**config.mk**
```make
export PLATFORM = sky130hd
export DESIGN_NAME = i2c_clock_divider_search
export DESIGN_NICKNAME = d
export VERILOG_FILES = /design/src/rtl/i2ccds_pkg.sv /design/src/rtl/i2ccds_div.sv /design/src/rtl/i2c_clock_divider_search.sv
export SDC_FILE = /design/constraint.sdc
export NUM_CORES = 1
export LEC_CHECK = 0
export BUFFER_PORTS_ARGS = -buffer_cell sky130_fd_sc_hd__buf_2
export CAP_MARGIN = 40
export CORE_AREA = 2 2 121 211
export CTS_BUF_LIST = sky130_fd_sc_hd__clkbuf_8
export CTS_CLUSTER_DIAMETER = 150
export DETAILED_ROUTE_END_ITERATION = 8
export DIE_AREA = 0 0 123 213
export HOLD_SLACK_MARGIN = 0.15
export PLACE_DENSITY = 0.78
export SYNTH_ARGS = -nofsm -noshare
export SYNTH_HDL_FRONTEND = slang
export SYNTH_SLANG_ARGS = --single-unit
```
**constraint.sdc**
```tcl
create_clock -name clk -period 4 [get_ports clk]
set_input_delay 0 -clock clk [delete_from_list [all_inputs] [get_ports clk]]
set_output_delay 0 -clock clk [all_outputs]
set_load 0.02 [all_outputs]
```
**src/rtl/i2ccds_pkg.sv**
```systemverilog
// Shared types, constants and divider ROM for the I2C clock divider search.
// No dependencies; used by i2ccds_div and i2c_clock_divider_search.
package i2ccds_pkg;

  localparam int unsigned CLOCK_W       = 32;
  localparam int unsigned ROM_ENTRIES   = 50;
  localparam int unsigned MULT_SELECTS  = 3;
  localparam int unsigned IDX_W         = 6;
  localparam int unsigned SEL_W         = 2;
  localparam int unsigned CODE_W        = 6;
  localparam int unsigned ROM_DIV_W     = 12;
  localparam int unsigned DIVISOR_W     = 14;
  localparam int unsigned BIT_CNT_W     = 5;
  localparam int unsigned RESULT_W      = 8;

  localparam logic [CLOCK_W-1:0] RATE_LIMIT_HZ = 32'd1000000;
  localparam logic [CLOCK_W-1:0] ERR_INIT      = 32'hffffffff;

  localparam logic       STATUS_OK       = 1'b0;
  localparam logic       STATUS_REJECTED = 1'b1;

  localparam logic [CODE_W-1:0] ROM_CODE [ROM_ENTRIES] = '{
    6'h00, 6'h01, 6'h02, 6'h03, 6'h04, 6'h05, 6'h09, 6'h06, 6'h0a, 6'h07,
    6'h0c, 6'h10, 6'h11, 6'h12, 6'h0f, 6'h13, 6'h14, 6'h15, 6'h19, 6'h16,
    6'h1a, 6'h17, 6'h1c, 6'h1d, 6'h1e, 6'h22, 6'h1f, 6'h23, 6'h24, 6'h25,
    6'h26, 6'h2a, 6'h27, 6'h2b, 6'h2c, 6'h2d, 6'h2e, 6'h32, 6'h2f, 6'h33,
    6'h34, 6'h35, 6'h36, 6'h3a, 6'h37, 6'h3b, 6'h3c, 6'h3d, 6'h3e, 6'h3f
  };

  localparam logic [ROM_DIV_W-1:0] ROM_DIV [ROM_ENTRIES] = '{
    12'd20,   12'd22,   12'd24,   12'd26,   12'd28,
    12'd30,   12'd32,   12'd34,   12'd36,   12'd40,
    12'd44,   12'd48,   12'd56,   12'd64,   12'd68,
    12'd72,   12'd80,   12'd88,   12'd96,   12'd104,
    12'd112,  12'd128,  12'd144,  12'd160,  12'd192,
    12'd224,  12'd240,  12'd256,  12'd288,  12'd320,
    12'd384,  12'd448,  12'd480,  12'd512,  12'd576,
    12'd640,  12'd768,  12'd896,  12'd960,  12'd1024,
    12'd1152, 12'd1280, 12'd1536, 12'd1792, 12'd1920,
    12'd2048, 12'd2304, 12'd2560, 12'd3072, 12'd3840
  };

  typedef struct packed {
    logic                 start;
    logic [CLOCK_W-1:0]   dividend;
    logic [DIVISOR_W-1:0] divisor;
  } div_req_t;

  typedef struct packed {
    logic               busy;
    logic               done;
    logic [CLOCK_W-1:0] quotient;
  } div_rsp_t;

endpackage

```
**src/rtl/i2ccds_div.sv**
```systemverilog
// Bit-serial restoring divider: one quotient bit per cycle, one request at a time.
// Depends on i2ccds_pkg for widths and the request/response structs.
module i2ccds_div (
  input  logic                 clk,
  input  logic                 rst_n,
  input  i2ccds_pkg::div_req_t req,
  output i2ccds_pkg::div_rsp_t rsp
);

  logic [i2ccds_pkg::CLOCK_W-1:0]   q_r, q_nxt;
  logic [i2ccds_pkg::DIVISOR_W-1:0] rem_r, rem_nxt;
  logic [i2ccds_pkg::DIVISOR_W-1:0] dvs_r;
  logic [i2ccds_pkg::BIT_CNT_W-1:0] cnt_r;
  logic                             busy_r;
  logic                             done_r;
  logic [i2ccds_pkg::DIVISOR_W:0]   trial;
  logic                             fits;

  always_comb begin
    trial   = {rem_r, q_r[i2ccds_pkg::CLOCK_W-1]};
    fits    = trial >= {1'b0, dvs_r};
    rem_nxt = fits ? i2ccds_pkg::DIVISOR_W'(trial - {1'b0, dvs_r})
                   : trial[i2ccds_pkg::DIVISOR_W-1:0];
    q_nxt   = {q_r[i2ccds_pkg::CLOCK_W-2:0], fits};
  end

  always_ff @(posedge clk) begin
    if (!rst_n) begin
      busy_r <= 1'b0;
      done_r <= 1'b0;
      cnt_r  <= '0;
    end else begin
      done_r <= 1'b0;
      if (req.start && !busy_r) begin
        busy_r <= 1'b1;
        cnt_r  <= '0;
      end else if (busy_r) begin
        cnt_r <= cnt_r + 1'b1;
        if (cnt_r == '1) begin
          busy_r <= 1'b0;
          done_r <= 1'b1;
        end
      end
    end
  end

  always_ff @(posedge clk) begin
    if (req.start && !busy_r) begin
      q_r   <= req.dividend;
      rem_r <= '0;
      dvs_r <= req.divisor;
    end else if (busy_r) begin
      q_r   <= q_nxt;
      rem_r <= rem_nxt;
    end
  end

  assign rsp.busy     = busy_r;
  assign rsp.done     = done_r;
  assign rsp.quotient = q_r;

  a_start_idle: assert property (@(posedge clk) disable iff (!rst_n)
    req.start |-> !busy_r)
    else $error("divide request while busy");

  a_done_after_busy: assert property (@(posedge clk) disable iff (!rst_n)
    done_r |-> $past(busy_r) && !busy_r)
    else $error("done without a running divide");

  a_rem_bound: assert property (@(posedge clk) disable iff (!rst_n)
    busy_r |-> rem_r < dvs_r)
    else $error("partial remainder not below divisor");

endmodule

```
**src/rtl/i2c_clock_divider_search.sv**
```systemverilog
// Top level of the I2C clock divider search: control sequencer, error compare
// and output register. Depends on i2ccds_pkg and i2ccds_div.
//
// One request carries a module clock and a target bus rate; one response
// carries the chosen divider code. Targets above 1 MHz return with status 1
// and code 0 without a scan. Otherwise 150 candidates (50 ROM dividers under
// prescale 1, 2, 4) are scanned, each in turn being issued, divided in the
// bit-serial divider, turned into an error and compared. The bit-serial
// divider is a single unit shared by all candidates. A new request is taken
// while the previous response still waits on the output.
module i2c_clock_divider_search (
  input  logic        clk,
  input  logic        rst_n,
  input  logic        in_tvalid,
  output logic        in_tready,
  input  logic [63:0] in_tdata,   // [31:0] clock_hz, [63:32] target_hz
  output logic        out_tvalid,
  input  logic        out_tready,
  output logic [7:0]  out_tdata,  // [7:0] divider_code
  output logic        out_tuser   // [0] status
);

  typedef enum logic [2:0] {
    S_IDLE,
    S_START,
    S_WAIT,
    S_EVAL,
    S_FINISH
  } state_t;

  state_t                            state_r;
  logic [i2ccds_pkg::CLOCK_W-1:0]    clock_r;
  logic [i2ccds_pkg::CLOCK_W-1:0]    target_r;
  logic [i2ccds_pkg::CLOCK_W-1:0]    err_r;
  logic [i2ccds_pkg::CLOCK_W-1:0]    best_err_r;
  logic [i2ccds_pkg::SEL_W-1:0]      best_sel_r;
  logic [i2ccds_pkg::CODE_W-1:0]     best_code_r;
  logic [i2ccds_pkg::IDX_W-1:0]      idx_r;
  logic [i2ccds_pkg::SEL_W-1:0]      sel_r;
  logic                              status_r;
  logic                              out_tvalid_r;
  logic [i2ccds_pkg::RESULT_W-1:0]   out_code_r;
  logic                              out_status_r;

  i2ccds_pkg::div_req_t              div_req;
  i2ccds_pkg::div_rsp_t              div_rsp;
  logic [i2ccds_pkg::CLOCK_W-1:0]    diff;
  logic                              last_cand;
  logic                              in_accept;
  logic                              out_free;

  assign in_tready = (state_r == S_IDLE);
  assign in_accept = in_tvalid && in_tready;
  assign out_free  = !out_tvalid_r || out_tready;
  assign last_cand = (idx_r == i2ccds_pkg::IDX_W'(i2ccds_pkg::ROM_ENTRIES - 1)) &&
                     (sel_r == i2ccds_pkg::SEL_W'(i2ccds_pkg::MULT_SELECTS - 1));

  always_comb begin
    div_req.start    = (state_r == S_START);
    div_req.dividend = clock_r;
    div_req.divisor  = {2'b00, i2ccds_pkg::ROM_DIV[idx_r]} << sel_r;
    diff = (target_r > div_rsp.quotient) ? target_r - div_rsp.quotient
                                         : div_rsp.quotient - target_r;
  end

  i2ccds_div u_div (
    .clk   (clk),
    .rst_n (rst_n),
    .req   (div_req),
    .rsp   (div_rsp)
  );

  always_ff @(posedge clk) begin
    if (!rst_n) begin
      state_r      <= S_IDLE;
      out_tvalid_r <= 1'b0;
    end else begin
      if (state_r == S_FINISH && out_free) begin
        out_tvalid_r <= 1'b1;
      end else if (out_tvalid_r && out_tready) begin
        out_tvalid_r <= 1'b0;
      end
      case (state_r)
        S_IDLE: begin
          if (in_accept) begin
            clock_r     <= in_tdata[31:0];
            target_r    <= in_tdata[63:32];
            best_err_r  <= i2ccds_pkg::ERR_INIT;
            best_sel_r  <= '0;
            best_code_r <= '0;
            idx_r       <= '0;
            sel_r       <= '0;
            if (in_tdata[63:32] > i2ccds_pkg::RATE_LIMIT_HZ) begin
              status_r <= i2ccds_pkg::STATUS_REJECTED;
              state_r  <= S_FINISH;
            end else begin
              status_r <= i2ccds_pkg::STATUS_OK;
              state_r  <= S_START;
            end
          end
        end
        S_START: begin
          state_r <= S_WAIT;
        end
        S_WAIT: begin
          if (div_rsp.done) begin
            err_r   <= diff;
            state_r <= S_EVAL;
          end
        end
        S_EVAL: begin
          if (err_r < best_err_r) begin
            best_err_r  <= err_r;
            best_sel_r  <= sel_r;
            best_code_r <= i2ccds_pkg::ROM_CODE[idx_r];
          end
          if (last_cand) begin
            state_r <= S_FINISH;
          end else begin
            if (idx_r == i2ccds_pkg::IDX_W'(i2ccds_pkg::ROM_ENTRIES - 1)) begin
              idx_r <= '0;
              sel_r <= sel_r + 1'b1;
            end else begin
              idx_r <= idx_r + 1'b1;
            end
            state_r <= S_START;
          end
        end
        S_FINISH: begin
          if (out_free) begin
            out_status_r <= status_r;
            out_code_r   <= (status_r == i2ccds_pkg::STATUS_REJECTED) ? '0
                            : {best_sel_r, best_code_r};
            state_r      <= S_IDLE;
          end
        end
        default: begin
          state_r <= S_IDLE;
        end
      endcase
    end
  end

  assign out_tvalid = out_tvalid_r;
  assign out_tdata  = out_code_r;
  assign out_tuser  = out_status_r;

  a_busy_after_request: assert property (@(posedge clk) disable iff (!rst_n)
    in_accept |=> state_r != S_IDLE)
    else $error("request accepted but sequencer idle");

  a_reject_zero_code: assert property (@(posedge clk) disable iff (!rst_n)
    out_tvalid_r && out_status_r |-> out_code_r == '0)
    else $error("rejected response with nonzero code");

  a_sel_range: assert property (@(posedge clk) disable iff (!rst_n)
    out_tvalid_r |-> out_code_r[7:6] != 2'b11)
    else $error("multiplier select out of range");

  a_div_idle_at_start: assert property (@(posedge clk) disable iff (!rst_n)
    state_r == S_START |-> !div_rsp.busy)
    else $error("candidate issued while divider busy");

endmodule

```
==> impl_results.md <==
* Worst-path fanout max at 32
* Global-route wire length before repair at 53,550 µm
* Mapped Area at 13,990 µm²
* FF+latch area at 6476 µm²
* Setup TNS at 0 ns
* Synth Net Count at 1,576
* Max H-tree Level at 2
* Num ports at 79
* Post-DP HPWL at 22,700 µm
* Max VDD drop at 0.0003450 V
* # clock sinks at 224
* Die Y at 213 µm
* Most numerous cell in the Yosys netlist: edfxtp_1
* Die extent in x at 123 µm
* Largest stage delay, worst path at 0.56 ns
* Routed Antenna Nets at 0
* Total grt overflow at 0
* Yosys top cell area share at 42.70%
* DRT iter0 DRCs at 670
* Worst path buffer plus inverter count at 2
* Worst skew pair latency at 0.55 ns
* # DRC at 0
* TritonCTS clock tree: done
* Area leader, netlist: edfxtp_1
* Status: complete, no violations
* Post-DR wirelength/cell at 17.72 µm
* Power Density at 315.2 nW/µm²
* Post-synthesis async set-or-reset flop share at 0%
* Largest net degree at the start of global routing at 77
* Area occupied by multi-input gates at 6620 µm²
* Total Wirelength at 33,420 µm
* Core area at 24,530 µm²
* Endpoints failing setup at 0
* Worst Path Required at 4.28 ns
* Initial Util at 57.04%
* Worst slew pin tran at 0.9315 ns
* CP Class: reg2reg
* N_diodes at 0
* Seq cells post-synth at 224
* Fillers at 1,904
* Final Max Slew Viols at 0
* Port bufs at 78
* Post-synth cell types at 77
* Slew headroom at 37.90%
* Top FF cell, synth: edfxtp_1
* Period utilization at 86.02%
* Share of layout cells above drive strength 1 at 14.87%
* Final Wtd Congestion at 0.9533
* Synth top cells by count: edfxtp_1 (199), inv_1 (142), ha_1 (125)
* Root Buffer: clkbuf_8
* GRT Overall Usage at 25.93%
* Worst clock skew at 0.01991 ns
* Vias per cell at 5.777
* CTS resizes at 0
* Critical Path AT at 3.72 ns
* Yosys warning count at 0
* Max Buffers Root-to-Sink at 3
* CP max-delay cell: ha_1
* FP Rows at 76
* RSZ-0062 raised after global routing: false
* Tmin final at 3.441 ns
* Area Overhead vs Synth at 16.62%
* Initial antenna violation count at 1
* Max cap viols at 0
* First-pass DRT Iterations at 5
* Seq/Total Area, Yosys at 46.28%
* Ranking of synthesized cells by area: edfxtp_1 (43%), ha_1 (11%), inv_1 (3.8%)
* Final Util at 66.52%
* Layout Nets at 1,745
* CP cell instances: ha_1 -> nand2_4 -> nor3_4 -> nand2_1 -> or4_4 -> o31ai_4 -> buf_8 -> buf_12 -> mux2i_1 -> o21ai_1 -> a21oi_1 -> xnor2_1
* Worst path top cell family by delay: simple AND/OR/NAND/NOR gates
* Max Freq at 290.6 MHz
* Crit start category: flop
* Average size of a mapped cell at 10.13 µm²
* Number of synthesized flops with an enable pin at 199
* Clock slew at reported path FFs at 0.06 ns
* Min-Delay Path Class: in2reg
* Die area at 26,200 µm²
* Setup crit end kind: flop
* Vias in the first global route at 11,170
* LEAKAGE at 7.061 nW
* CTS buffer count at 35
* DR vias at 10,900
* Synthesized netlist cell count at 1,381
* Final hold vios at 0
layout by cell type (no fill, tap or decap), types with 23 or more instances in the layout:
cell type / count
edfxtp_1: 199
inv_1: 153
ha_1: 125
nand2_1: 111
a21oi_1: 95
nor2_1: 94
dlygate4sd3_1: 92
o21ai_0: 86
buf_2: 78
a21o_1: 40
clkbuf_8: 37
or2_2: 33
mux2i_1: 27
xnor2_1: 25
dfxtp_1: 25
xor2_1: 24
buf_4: 24
nand4_1: 23
nand3_1: 23
worst register-to-register path, stage by stage (launching register included):
cell	delay [ns]
edfxtp_1	0.40
ha_1	0.56
nand2_4	0.13
nor3_4	0.24
nand2_1	0.13
or4_4	0.55
o31ai_4	0.08
buf_8	0.22
buf_12	0.21
mux2i_1	0.31
o21ai_1	0.09
a21oi_1	0.18
xnor2_1	0.09
layout make-up:
type / count / area share [%]
Timing Repair Buffer: 199 / 9.814
Multi-Input combinational cell: 946 / 40.57
Inverter: 144 / 3.312
Sequential cell: 224 / 39.68
Clock buffer: 37 / 3.120
Tap cell: 312 / 2.392
Clock inverter: 24 / 1.112
registers in the layout, indices dropped and copies added, names as in the netlist, 3 cells and up:
signal       count
best_err_r      32
clock_r         32
err_r           32
target_r        32
u_div.q_r       32
u_div.rem_r     14
u_div.dvs_r     13
out_tdata        8
best_code_r      6
idx_r            6
u_div.cnt_r      5
state_r          3
power by group:
group | total, W | internal [W] | switching, W
logic | 0.000551 | 0.000243 | 0.000309
registers | 0.00262 | 0.00260 | 0.0000228
clock network | 0.00197 | 0.00105 | 0.000916
final timing paths:
| path | start | endpoint | slack (ns) | cells past startpoint |
|---|---|---|---|---|
| max | u_div.q_r[25] | err_r[5] | 0.56 | 12 |
| min | in_tdata[6] | clock_r[6] | 0.17 | 2 |
| max reg2reg | u_div.q_r[25] | err_r[5] | 0.56 | 12 |
| min reg2reg | u_div.rem_r[6] | u_div.rem_r[6] | 0.48 | 2 |
kinds of logic after synthesis:
logic type / after synthesis / share of synthesized area, %
AOI/OAI and AO/OA: 364 / 16.96
xor gates and xnor gates: 49 / 3.067
adders and majority gates: 127 / 11.46
buffers and inverters: 211 / 6.491
DFF: 224 / 46.28
muxes: 35 / 2.736
and+or+nand+nor: 371 / 13.00
metrics by stage:
step / std cells / hold slack (ns) / setup slack (ns) / power, W / area, µm²
global route: 1886 / 0.1664 / 0.3911 / 0.005330 / 16320
finish: 1886 / 0.1706 / 0.5592 / 0.005143 / 16320
CTS: 1886 / 0.1520 / 0.5885 / 0.005175 / 16320
detailed placement: 1733 / 0.1781 / 0.5901 / 0.003140 / 14710
global placement: 1730 / 0.1763 / 0.4405 / 0.003128 / 14640
floorplan: 1381 / 0.09887 / 0.4479 / 0.002994 / 13990
what timing repair did:
action / CTS / global route
setup buffers: 0 / 0
hold buffers: 92 / 0
endpoints found under the hold margin: 93 / 0
per-layer routing:
metal | track usage, % | wire [µm] | part of all wire, %
met5 | 0 | 0 | 0
met4 | 13.75 | 1709 | 5.1
met1 | 26.61 | 12080 | 36
met3 | 4.220 | 1487 | 4.4
met2 | 49.04 | 18140 | 54
No activity file was read; power rests on OpenSTA's default activity.
